[src/sv/otflm_pkg.sv]
package otflm_pkg;

	// Default sizes handed to the top level.
	localparam int MAX_CLIENTS_DEF = 16;
	localparam int ID_BITS_DEF     = 16;

	// Fixed field widths.
	localparam int OP_W     = 3;
	localparam int STATUS_W = 4;
	localparam int CFG_W    = 5;

	localparam logic [CFG_W-1:0] MAX_USERS_RESET = 5'd16;

	// Operation codes.
	localparam logic [OP_W-1:0] OP_OPEN   = 3'd0;
	localparam logic [OP_W-1:0] OP_CLOSE  = 3'd1;
	localparam logic [OP_W-1:0] OP_LOCK   = 3'd2;
	localparam logic [OP_W-1:0] OP_UNLOCK = 3'd3;
	localparam logic [OP_W-1:0] OP_QUERY  = 3'd4;

	// Status codes.
	localparam logic [STATUS_W-1:0] ST_DONE           = 4'd0;
	localparam logic [STATUS_W-1:0] ST_ALREADY_OPEN   = 4'd1;
	localparam logic [STATUS_W-1:0] ST_QUEUED         = 4'd2;
	localparam logic [STATUS_W-1:0] ST_BAD_ID         = 4'd3;
	localparam logic [STATUS_W-1:0] ST_FULL           = 4'd4;
	localparam logic [STATUS_W-1:0] ST_NOT_OPEN       = 4'd5;
	localparam logic [STATUS_W-1:0] ST_ALREADY_QUEUED = 4'd6;
	localparam logic [STATUS_W-1:0] ST_CLOSE_LOCKED   = 4'd7;
	localparam logic [STATUS_W-1:0] ST_NOT_QUEUED     = 4'd8;

	// Commands broadcast from the controller to every cell of the row.
	typedef struct packed {
		logic capture;      // latch match flags against the incoming id
		logic open_load;    // append the id at the end of the open table
		logic close_load;   // matching cell takes the last open entry
		logic lock_load;    // append the id at the tail of the lock queue
		logic unlock_shift; // cells at and after the match take their right neighbor
	} cell_cmd_t;

	typedef enum logic {
		CTL_IDLE,
		CTL_UPDATE
	} ctl_state_t;

endpackage

[src/sv/open_table_and_fifo_lock_manager.sv]
// Lock manager for one shared resource. Clients are named by a nonzero id. Each client
// first opens the resource (entered in an open table of at most max_users entries, set
// through the configuration port, reset value 16), may then lock it (the first in a FIFO
// lock queue holds the lock, later ones wait), unlock it (leaving the queue from any place,
// the result names the next holder when the lock moves) and close it. Every input
// transaction yields exactly one output transaction carrying a status code, the newly
// granted client, the holder, the open count and the caller's open and queued flags after
// the operation. An operation has an acceptance, in which every cell of the row compares
// its entries against the id, and an update state, in which the controller decides and
// the cells shift or load; the input is stalled from acceptance until the update is done,
// so no new operation is taken before the last one is through. The result sits in
// an output register, so the next operation is taken while the previous result waits;
// the update state stretches only while an older result is still stalled. Writes to the
// max_users register are taken at any time but should be made while the block is idle.
module open_table_and_fifo_lock_manager import otflm_pkg::*; #(
	parameter int MAX_CLIENTS = MAX_CLIENTS_DEF,
	parameter int ID_BITS     = ID_BITS_DEF
) (
	input  logic                              clk,
	input  logic                              arst_n,
	// Configuration write channel.
	input  logic                              cfg_valid,
	output logic                              cfg_ready,
	input  logic [CFG_W-1:0]                  cfg_data,
	// Input channel.
	input  logic                              in_valid,
	output logic                              in_stall,
	input  logic [OP_W-1:0]                   op,
	input  logic [ID_BITS-1:0]                client_id,
	// Output channel.
	output logic                              out_valid,
	input  logic                              out_stall,
	output logic [STATUS_W-1:0]               status,
	output logic [ID_BITS-1:0]                granted_id,
	output logic [ID_BITS-1:0]                holder_id,
	output logic [$clog2(MAX_CLIENTS+1)-1:0]  open_count,
	output logic                              is_open,
	output logic                              in_queue
);

	localparam int CNTW = $clog2(MAX_CLIENTS+1);
	localparam int LIMW = (CNTW > CFG_W) ? CNTW : CFG_W;
	localparam logic [CNTW-1:0] CNT_MAX = CNTW'(MAX_CLIENTS);
	localparam logic [LIMW-1:0] LIM_MAX = LIMW'(MAX_CLIENTS);

	ctl_state_t state_q, state_d;

	logic [CFG_W-1:0]    max_users_q;
	logic [OP_W-1:0]     op_q;
	logic [ID_BITS-1:0]  id_q;
	logic [ID_BITS-1:0]  last_open_q;
	logic [CNTW-1:0]     open_total_q;
	logic [CNTW-1:0]     queue_total_q;

	logic                out_valid_q;
	logic [STATUS_W-1:0] status_q;
	logic [ID_BITS-1:0]  granted_q;
	logic [ID_BITS-1:0]  holder_q;
	logic [CNTW-1:0]     count_q;
	logic                is_open_q;
	logic                in_queue_q;

	// Row wiring.
	cell_cmd_t           cmd;
	logic [ID_BITS-1:0]  last_chain [MAX_CLIENTS];
	logic                seen_chain [MAX_CLIENTS];
	logic [ID_BITS-1:0]  qdata      [MAX_CLIENTS];
	logic [MAX_CLIENTS-1:0] omatch_vec;
	logic [MAX_CLIENTS-1:0] qmatch_vec;
	logic [ID_BITS-1:0]  head_next;

	// Decision signals.
	logic                accept;
	logic                commit;
	logic                found_open;
	logic                found_queue;
	logic                table_full;
	logic [LIMW-1:0]     cfg_ext;
	logic [LIMW-1:0]     limit;
	logic [ID_BITS-1:0]  cur_holder;
	logic [STATUS_W-1:0] status_d;
	logic [ID_BITS-1:0]  granted_d;
	logic [ID_BITS-1:0]  holder_d;
	logic [CNTW-1:0]     open_total_d;
	logic [CNTW-1:0]     queue_total_d;
	logic                is_open_d;
	logic                in_queue_d;
	logic                do_open;
	logic                do_close;
	logic                do_lock;
	logic                do_unlock;

	// The row of cells. Cell i holds open-table entry i and lock-queue entry i. The last
	// open entry is ORed along the row toward the end, and the "match seen" flag of the
	// lock queue runs the same way so that every cell at or after the leaving client
	// takes the entry of its right neighbor on an unlock.
	for (genvar i = 0; i < MAX_CLIENTS; i++) begin : g_row
		logic [ID_BITS-1:0] last_in_w;
		logic               seen_in_w;
		logic [ID_BITS-1:0] qnext_w;

		if (i == 0) begin : g_first
			assign last_in_w = '0;
			assign seen_in_w = 1'b0;
		end else begin : g_link
			assign last_in_w = last_chain[i-1];
			assign seen_in_w = seen_chain[i-1];
		end

		if (i == MAX_CLIENTS - 1) begin : g_tail
			assign qnext_w = '0;
		end else begin : g_mid
			assign qnext_w = qdata[i+1];
		end

		otflm_cell #(
			.MAX_CLIENTS (MAX_CLIENTS),
			.ID_BITS     (ID_BITS),
			.IDX         (i)
		) u_cell (
			.clk         (clk),
			.arst_n      (arst_n),
			.cmd         (cmd),
			.cmp_id      (client_id),
			.wr_id       (id_q),
			.open_total  (open_total_q),
			.queue_total (queue_total_q),
			.last_open   (last_open_q),
			.last_in     (last_in_w),
			.last_out    (last_chain[i]),
			.seen_in     (seen_in_w),
			.seen_out    (seen_chain[i]),
			.qnext       (qnext_w),
			.qdata       (qdata[i]),
			.omatch      (omatch_vec[i]),
			.qmatch      (qmatch_vec[i])
		);
	end

	// The waiter right behind the holder, who takes the lock when the holder leaves.
	if (MAX_CLIENTS > 1) begin : g_head_next
		assign head_next = qdata[1];
	end else begin : g_head_none
		assign head_next = '0;
	end

	// The register is always writable; the block relies on writes arriving while idle.
	assign cfg_ready = 1'b1;

	always_ff @(posedge clk or negedge arst_n) begin
		if (!arst_n) begin
			max_users_q <= MAX_USERS_RESET;
		end else if (cfg_valid && cfg_ready) begin
			max_users_q <= cfg_data;
		end
	end

	// Handshake and sequencing. An operation is accepted only in the idle state and is
	// resolved in the update state, which waits only while an earlier result is stalled.
	assign accept = in_valid && !in_stall;
	assign commit = (state_q == CTL_UPDATE) && (!out_valid_q || !out_stall);

	always_comb begin
		state_d = state_q;
		unique case (state_q)
			CTL_IDLE: begin
				if (accept) begin
					state_d = CTL_UPDATE;
				end
			end
			CTL_UPDATE: begin
				if (commit) begin
					state_d = CTL_IDLE;
				end
			end
			default: state_d = CTL_IDLE;
		endcase
	end

	always_comb begin
		in_stall         = (state_q != CTL_IDLE);
		cmd.capture      = accept;
		cmd.open_load    = commit && do_open;
		cmd.close_load   = commit && do_close;
		cmd.lock_load    = commit && do_lock;
		cmd.unlock_shift = commit && do_unlock;
	end

	always_ff @(posedge clk or negedge arst_n) begin
		if (!arst_n) begin
			state_q <= CTL_IDLE;
		end else begin
			state_q <= state_d;
		end
	end

	// The operation and the last open entry are captured together with the match flags.
	always_ff @(posedge clk) begin
		if (accept) begin
			op_q        <= op;
			id_q        <= client_id;
			last_open_q <= last_chain[MAX_CLIENTS-1];
		end
	end

	assign found_open  = |omatch_vec;
	assign found_queue = |qmatch_vec;
	assign cur_holder  = (queue_total_q != '0) ? qdata[0] : '0;

	// A limit of zero acts as one, and a limit above the table size acts as the table size.
	// A table holding more entries than a lowered limit simply counts as full.
	always_comb begin
		cfg_ext = LIMW'(max_users_q);
		if (cfg_ext == '0) begin
			limit = LIMW'(1);
		end else if (cfg_ext > LIM_MAX) begin
			limit = LIM_MAX;
		end else begin
			limit = cfg_ext;
		end
		table_full = LIMW'(open_total_q) >= limit;
	end

	// Decision for the captured operation, from the match flags the cells latched.
	always_comb begin
		status_d      = ST_DONE;
		granted_d     = '0;
		holder_d      = cur_holder;
		open_total_d  = open_total_q;
		queue_total_d = queue_total_q;
		is_open_d     = found_open;
		in_queue_d    = found_queue;
		do_open       = 1'b0;
		do_close      = 1'b0;
		do_lock       = 1'b0;
		do_unlock     = 1'b0;

		if (id_q == '0) begin
			// A zero id is refused for every operation, query included.
			status_d   = ST_BAD_ID;
			is_open_d  = 1'b0;
			in_queue_d = 1'b0;
		end else begin
			unique case (op_q)
				OP_OPEN: begin
					// The full check comes before the duplicate check.
					if (table_full) begin
						status_d = ST_FULL;
					end else if (found_open) begin
						status_d = ST_ALREADY_OPEN;
					end else begin
						do_open      = 1'b1;
						open_total_d = open_total_q + CNTW'(1);
						is_open_d    = 1'b1;
					end
				end
				OP_CLOSE: begin
					if (found_open && found_queue) begin
						status_d = ST_CLOSE_LOCKED;
					end else if (!found_open) begin
						status_d = ST_NOT_OPEN;
					end else begin
						// The last entry moves into the slot of the leaving client.
						do_close     = 1'b1;
						open_total_d = open_total_q - CNTW'(1);
						is_open_d    = 1'b0;
					end
				end
				OP_LOCK: begin
					if (!found_open) begin
						status_d = ST_NOT_OPEN;
					end else if (found_queue) begin
						status_d = ST_ALREADY_QUEUED;
					end else if (queue_total_q >= CNT_MAX) begin
						status_d = ST_FULL;
					end else begin
						do_lock       = 1'b1;
						queue_total_d = queue_total_q + CNTW'(1);
						in_queue_d    = 1'b1;
						if (queue_total_q == '0) begin
							holder_d = id_q;
						end else begin
							status_d = ST_QUEUED;
						end
					end
				end
				OP_UNLOCK: begin
					if (!found_open) begin
						status_d = ST_NOT_OPEN;
					end else if (!found_queue) begin
						status_d = ST_NOT_QUEUED;
					end else begin
						do_unlock     = 1'b1;
						queue_total_d = queue_total_q - CNTW'(1);
						in_queue_d    = 1'b0;
						if (queue_total_d == '0) begin
							holder_d = '0;
						end else if (cur_holder == id_q) begin
							// The holder left while others wait: the next one takes the lock.
							holder_d  = head_next;
							granted_d = head_next;
						end
					end
				end
				default: begin
					// Query and unused codes change nothing.
				end
			endcase
		end
	end

	always_ff @(posedge clk or negedge arst_n) begin
		if (!arst_n) begin
			open_total_q  <= '0;
			queue_total_q <= '0;
			out_valid_q   <= 1'b0;
		end else begin
			if (commit) begin
				open_total_q  <= open_total_d;
				queue_total_q <= queue_total_d;
				out_valid_q   <= 1'b1;
			end else if (out_valid_q && !out_stall) begin
				out_valid_q   <= 1'b0;
			end
		end
	end

	// Output register; it only changes when a result is committed.
	always_ff @(posedge clk) begin
		if (commit) begin
			status_q   <= status_d;
			granted_q  <= granted_d;
			holder_q   <= holder_d;
			count_q    <= open_total_d;
			is_open_q  <= is_open_d;
			in_queue_q <= in_queue_d;
		end
	end

	assign out_valid  = out_valid_q;
	assign status     = status_q;
	assign granted_id = granted_q;
	assign holder_id  = holder_q;
	assign open_count = count_q;
	assign is_open    = is_open_q;
	assign in_queue   = in_queue_q;

endmodule

[src/sv/otflm_cell.sv]
module otflm_cell import otflm_pkg::*; #(
	parameter int MAX_CLIENTS = MAX_CLIENTS_DEF,
	parameter int ID_BITS     = ID_BITS_DEF,
	parameter int IDX         = 0
) (
	input  logic                                 clk,
	input  logic                                 arst_n,
	input  cell_cmd_t                            cmd,
	input  logic [ID_BITS-1:0]                   cmp_id,
	input  logic [ID_BITS-1:0]                   wr_id,
	input  logic [$clog2(MAX_CLIENTS+1)-1:0]     open_total,
	input  logic [$clog2(MAX_CLIENTS+1)-1:0]     queue_total,
	input  logic [ID_BITS-1:0]                   last_open,
	input  logic [ID_BITS-1:0]                   last_in,
	output logic [ID_BITS-1:0]                   last_out,
	input  logic                                 seen_in,
	output logic                                 seen_out,
	input  logic [ID_BITS-1:0]                   qnext,
	output logic [ID_BITS-1:0]                   qdata,
	output logic                                 omatch,
	output logic                                 qmatch
);

	localparam int CNTW = $clog2(MAX_CLIENTS+1);
	localparam logic [CNTW-1:0] MY_IDX  = CNTW'(IDX);
	localparam logic [CNTW-1:0] MY_NEXT = CNTW'(IDX + 1);

	logic [ID_BITS-1:0] open_q;
	logic [ID_BITS-1:0] queue_q;
	logic               omatch_q;
	logic               qmatch_q;
	logic               in_open;
	logic               in_queue_range;

	assign in_open        = MY_IDX < open_total;
	assign in_queue_range = MY_IDX < queue_total;

	// The entry just below the fill count is the last open entry; the row ORs it toward the end.
	assign last_out = last_in | ((MY_NEXT == open_total) ? open_q : '0);
	assign seen_out = seen_in | qmatch_q;
	assign qdata    = queue_q;
	assign omatch   = omatch_q;
	assign qmatch   = qmatch_q;

	always_ff @(posedge clk or negedge arst_n) begin
		if (!arst_n) begin
			omatch_q <= 1'b0;
			qmatch_q <= 1'b0;
		end else if (cmd.capture) begin
			omatch_q <= in_open && (open_q == cmp_id);
			qmatch_q <= in_queue_range && (queue_q == cmp_id);
		end
	end

	always_ff @(posedge clk) begin
		if (cmd.open_load && (MY_IDX == open_total)) begin
			open_q <= wr_id;
		end else if (cmd.close_load && omatch_q) begin
			open_q <= last_open;
		end
		if (cmd.lock_load && (MY_IDX == queue_total)) begin
			queue_q <= wr_id;
		end else if (cmd.unlock_shift && seen_out) begin
			queue_q <= qnext;
		end
	end

endmodule

[config.mk]
export PLATFORM = sky130hd
export DESIGN_NAME = open_table_and_fifo_lock_manager
export DESIGN_NICKNAME = d
export VERILOG_FILES = /design/src/sv/otflm_pkg.sv /design/src/sv/open_table_and_fifo_lock_manager.sv /design/src/sv/otflm_cell.sv
export SDC_FILE = /design/constraint.sdc
export NUM_CORES = 1
export LEC_CHECK = 0
export CAP_MARGIN = 20
export CORE_ASPECT_RATIO = 2
export CORE_MARGIN = 2
export CORE_UTILIZATION = 50
export DETAILED_ROUTE_END_ITERATION = 10
export DONT_BUFFER_PORTS = 1
export GPL_ROUTABILITY_DRIVEN = 0
export PLACE_DENSITY_LB_ADDON = 0.3
export SYNTH_ARGS = -nofsm -noshare
export SYNTH_HDL_FRONTEND = slang
export SYNTH_HIERARCHICAL = 1
export SYNTH_SLANG_ARGS = --single-unit
[constraint.sdc]
create_clock -name clk -period 9.85 [get_ports clk]
set_input_delay 2.955 -clock clk [delete_from_list [all_inputs] [get_ports clk]]
set_output_delay 2.955 -clock clk [all_outputs]
set_load 0.1 [all_outputs]
==> results of run 1 <==
[layer usage]
metal | routed length (microns) | part of all wire, % | vias to the layer above | GRT usage (%)
li1 | - | - | 10500 | -
met4 | 12200 | 10 | 6 | 27.5
met1 | 40300 | 33 | 12600 | 33.5
met2 | 59800 | 49 | 1589 | 53.3
met5 | 43 | 0.035 | - | 0
met3 | 10200 | 8.3 | 602 | 5.84
[layout make-up]
cell class	instances	area share (%)
inverters	37	0.344
clock inverters	28	0.754
well taps	936	2.90
clock buffers	73	3.78
repair buffers	42	0.949
multi-input cells	2014	44.3
diodes	1	0.00620
flip-flops and latches	639	47.0
[power by group]
part           total (uW)  switching, uW  internal, uW
registers            3340            284          3060
clock network        2250           1030          1220
logic                1260            737           522
[worst min-delay path, cell delays in order, from the launching register on]
cell	delay, ps
dfrtp_1	370
nand2b_1	60
o41ai_1	70
[cell families after synthesis]
family	Yosys count	synth area share, %
compound gates	420	8.40
simple gates	499	8.92
other cells	2	0.0200
flops	639	50.5
mux	516	17.1
fa+ha+maj	11	0.367
buf+inv	120	2.29
xor+xnor	534	12.5
[final timing paths]
| check | endpoint | cells past startpoint | start | slack, ps |
|---|---|---|---|---|
| setup / recovery | g_row[15].u_cell/qdata[9] | 18 | g_row[0].u_cell/qmatch | 3880 |
| hold / removal | g_row[0].u_cell/qmatch | 2 | g_row[0].u_cell/qmatch | 530 |
| setup reg to reg | g_row[15].u_cell/qdata[9] | 18 | g_row[0].u_cell/qmatch | 3880 |
| hold reg to reg | g_row[0].u_cell/qmatch | 2 | g_row[0].u_cell/qmatch | 530 |
| max in group asynchronous | cfg_ext[4] | 0 | arst_n | 7640 |
| min in group asynchronous | g_row[15].u_cell/omatch | 0 | arst_n | 2010 |
[flip-flops by register name, summed over array words and instances (netlist names)]
name	flops
id_q	16
is_open	1
out_valid	1
g_row.u_cell/qmatch	16
in_queue	1
open_total_q	5
queue_total_q	5
g_row.u_cell/open_q	256
g_row.u_cell/qdata	256
op_q	3
open_count	5
last_open_q	16
cfg_ext	5
status	4
g_row.u_cell/omatch	16
holder_id	16
granted_id	16
in_stall	1
[Yosys cell counts, types with 19 or more instances]
master    count  area share (%)
mux2_4      162             6.5
nand2_1      83            0.83
inv_1        37            0.37
a21o_1      267             5.3
nor4_1      109             1.8
dfrtp_1      48             3.2
nor2_1       47            0.47
nand3_1      33            0.44
buf_4        19            0.38
nor3_1       27            0.36
xor2_1      420             9.8
mux2_2      354              11
buf_6        23            0.69
o22ai_1      29            0.48
xnor2_1     114             2.7
edfxtp_1    590              47
and2_1       24            0.40
nand4_1      41            0.68
[metrics by stage]
stage	util (%)	instances	cell area (sq um)	power, uW	hold slack (ps)
after detailed placement	51.5	3663	38400	4590	516
after global routing	54.1	3769	40300	7000	561
after floorplan	-	2773	37700	4150	465
after global placement	51.5	3663	38400	4560	497
final	54.1	3770	40300	6850	530
after CTS	53.9	3764	40200	6800	533
==> flow_metrics.tcl, run 1 <==
set metrics [dict create \
    status "finished, final reports clean" \
    grt_max_degree 55 \
    skew_ps 37.2 \
    start_util_pct 50.3 \
    path_class "reg2reg" \
    cp.required_ps 10100 \
    area.growth.synth_to_final_pct 7.48 \
    core_area_sq_um 74600 \
    cp_slowest_cell "dfrtp_1" \
    slew_headroom_pct 15.7 \
    grt-ovfl-total 0 \
    synthArstFlopShare_pct 7.67 \
    wl_per_cell_microns 32.5 \
    cp_max_fo 16 \
    cts_setup_buffers 0 \
    ys.warnings.count 6 \
    grt_antenna_before_repair 6 \
    clock_latency_ps 650 \
    worst_pin_slew_ps 1260 \
    seq_area_sq_um 18900 \
    grt_pass1_vias 26400 \
    critical_path_arrival_ps 6220 \
    worstSetupStartpointType "register" \
    path_buf_inv 0 \
    drt_iter0_drc 2648 \
    track_usage_pct 31.5 \
    hpwl_microns 73500 \
    multi_input_area_sq_um 17900 \
    yosys_register_bits 639 \
    tritoncts "done" \
    die_w_microns 198 \
    tns_ps 0 \
    cts_max_level 2 \
    dominantRegCellSynth "edfxtp_1" \
    ys_seq_area_share_pct 50.5 \
    wl_microns 122000 \
    path_delay_family "simple AND/OR/NAND/NOR gates" \
    max_freq_mhz 167 \
    drtAntennaViolNets 0 \
    setup_viol 0 \
    syn_area_sq_um 37500 \
    cts_hold_buffers 0 \
    clk_pin_slew_ps 70 \
    cp-end-kind "register" \
    cts_made_buffers 54 \
    vdd_drop_max_mv 0.136 \
    cts_root_buf "clkbuf_16" \
    setup_ws_ps 3880 \
    grt_pass1_wl_microns 175000 \
    timing.critical_path.slowest_cell_delay_ps 390 \
    die-area_sq_um 77400 \
    maxSlewViolCount 0 \
    rsz0062_at_grt "no" \
    cp_common_cell "or2_2" \
    mostFrequentLayoutCells "590 x edfxtp_1, 420 x xor2_1, 354 x mux2_2" \
    p_leak_uw 0.0153 \
    min_period_ps 5970 \
    fill_cells 6067 \
    hold_viol 0 \
    clockBufferDepth 3 \
    cts_sinks 639 \
    pwr_density_cell_nw_per_um2 170 \
    finalCritPeriodShare_pct 60.6 \
    final_common_cell "edfxtp_1" \
    ioPinCount 75 \
    vias 25300 \
    layout.nets 2828 \
    port_buffers 0 \
    dr.pass1.iters 5 \
    viasPerCell 6.70 \
    hp-class "reg2reg" \
    drive_above_1_share_pct 26.2 \
    synth-edff-count 590 \
    drc 0 \
    drv_cap 0 \
    syn_avg_cell_area_sq_um 13.7 \
    crit_chain "or2_2 -> or2_2 -> or2_2 -> or2_2 -> or2_2 -> or2_2 -> or2_2 -> or2_2 -> or2_2 -> or2_2 -> or2_2 -> or2_2 -> or2_2 -> or2_2 -> or2_2 -> or2_2 -> nand2_1 -> nand2_1" \
    std_cell_rows 142 \
    ctsResizeCount 0 \
    synth_cells 2741 \
    die_h_microns 392 \
    ys_types 88 \
    detailedPlace.worstSlack_ps 3270 \
]
Power figures use the tool's default switching activity.
==> run 2, diff against run 1 <==
==> constraint.sdc (replaced) <==
create_clock -name clk -period 6 [get_ports clk]
set_input_delay 1.8 -clock clk [delete_from_list [all_inputs] [get_ports clk]]
set_output_delay 1.8 -clock clk [all_outputs]
set_load 0.1 [all_outputs]
==> flow_metrics.tcl, run 2 (synthesis results as in run 1) <==
set metrics [dict create \
    worstSetupStartpointType "register" \
    fill_cells 6023 \
    finish.utilization_pct 54.2 \
    core_area_sq_um 74600 \
    grt_pass1_vias 25800 \
    cp_common_cell "or2_2" \
    mostFrequentLayoutCells "590 x edfxtp_1, 420 x xor2_1, 354 x mux2_2" \
    max_freq_mhz 175 \
    cts_max_level 2 \
    cts_made_buffers 55 \
    vias 24800 \
    hpwl_microns 73100 \
    final_common_cell "edfxtp_1" \
    cts_setup_buffers 0 \
    min_period_ps 5710 \
    rsz0062_at_grt "no" \
    p_leak_uw 0.0154 \
    maxSlewViolCount 0 \
    skew_ps 26.3 \
    drt_iter0_drc 2108 \
    timing.critical_path.slowest_cell_delay_ps 390 \
    clockBufferDepth 3 \
    cp-end-kind "register" \
    setup_viol 0 \
    path_class "reg2reg" \
    pwr_density_cell_nw_per_um2 278 \
    tns_ps 0 \
    slew_headroom_pct 18.8 \
    crit_chain "or2_2 -> or2_2 -> or2_2 -> or2_2 -> or2_2 -> or2_2 -> or2_2 -> or2_2 -> or2_2 -> or2_2 -> or2_2 -> or2_2 -> or2_2 -> or2_2 -> or2_2 -> or2_2 -> nand2_1 -> nand2_1 -> buf_4" \
    clock_latency_ps 630 \
    cts_hold_buffers 0 \
    std_cell_rows 142 \
    hold_viol 0 \
    cts_sinks 639 \
    cp_max_fo 16 \
    track_usage_pct 29.9 \
    area.growth.synth_to_final_pct 7.67 \
    vdd_drop_max_mv 0.203 \
    wl_microns 117000 \
    clk_pin_slew_ps 70 \
    dr.pass1.iters 5 \
    cts_root_buf "clkbuf_16" \
    status "finished, final reports clean" \
    port_buffers 0 \
    ioPinCount 75 \
    grt-ovfl-total 0 \
    timing.hold.ws_ps 522 \
    ctsResizeCount 0 \
    drtAntennaViolNets 0 \
    worst_pin_slew_ps 1220 \
    drive_above_1_share_pct 26.3 \
    drc 0 \
    start_util_pct 50.3 \
    tritoncts "done" \
    wl_per_cell_microns 30.9 \
    grt_pass1_wl_microns 169000 \
    die_w_microns 198 \
    die-area_sq_um 77400 \
    cp.required_ps 6370 \
    cp_slowest_cell "dfrtp_1" \
    viasPerCell 6.55 \
    hp-class "reg2reg" \
    critical_path_arrival_ps 6080 \
    finalCritPeriodShare_pct 95.1 \
    die_h_microns 392 \
    layout.nets 2839 \
    drv_cap 0 \
    grt_antenna_before_repair 3 \
    grt_max_degree 50 \
]
-- run 2: changes by cell type in the layout (fill, tap and decap cells not counted), sizes merged --
cell / change
diode: +1
bufinv: +4
clkinv: -1
clkbuf: -2
buf: +10
inv: +1
clkinvlp: -2
-- run 2: power breakdown --
part           switching (uW)  internal, uW  total (uW)
logic                    1020           840        1860
registers                 516          5020        5530
clock network            1710          2130        3830
total                    3250          7980       11200
-- run 2: per-layer routing --
metal  vias up  global-route usage (%)  part of all wire (%)
li1      10500                       -                     -
met1     12500                    31.9                    34
met2      1244                    53.1                    51
met3       457                    4.33                   6.3
met4         2                    22.9                   8.6
met5         -                       0                 0.013
-- run 2: worst paths after layout --
| check | start | depth (start not counted) | to | slack, ps |
|---|---|---|---|---|
| worst max-delay path | g_row[0].u_cell/qmatch | 19 | g_row[15].u_cell/qdata[3] | 290 |
| worst min-delay path | cfg_ext[0] | 1 | cfg_ext[0] | 520 |
| worst max register to register | g_row[0].u_cell/qmatch | 19 | g_row[15].u_cell/qdata[3] | 290 |
| worst min register to register | cfg_ext[0] | 1 | cfg_ext[0] | 520 |
| max in group asynchronous | arst_n | 0 | cfg_ext[4] | 4880 |
| min in group asynchronous | arst_n | 0 | g_row[14].u_cell/omatch | 880 |
-- run 2: final cells by class --
type / count / area, sq um / share of cell area (%)
Antenna cell: 2 / 5.00 / 0.0124
Sequential cell: 639 / 18900 / 46.9
Inverter: 37 / 139 / 0.344
Tap cell: 936 / 1170 / 2.90
Timing Repair Buffer: 52 / 410 / 1.02
Clock buffer: 71 / 1480 / 3.65
Multi-Input combinational cell: 2014 / 17900 / 44.2
Clock inverter: 30 / 389 / 0.963
-- run 2: worst max-delay path, delay by kind of cell, from the launching register on --
family,cells,cell delay (ps)
AND/OR/NAND/NOR,18,4840
flip-flops,1,390
buffers and inverters,1,220
-- run 2: stage by stage --
stage	power, uW	setup WS [ps]	instances	instance area [sq um]
after floorplan	6820	248	2773	37700
after global placement	7380	352	3677	38500
after detailed placement	7430	383	3678	38600
after CTS	11200	324	3779	40400
after global routing	11500	145	3779	40400
final	11200	292	3781	40400
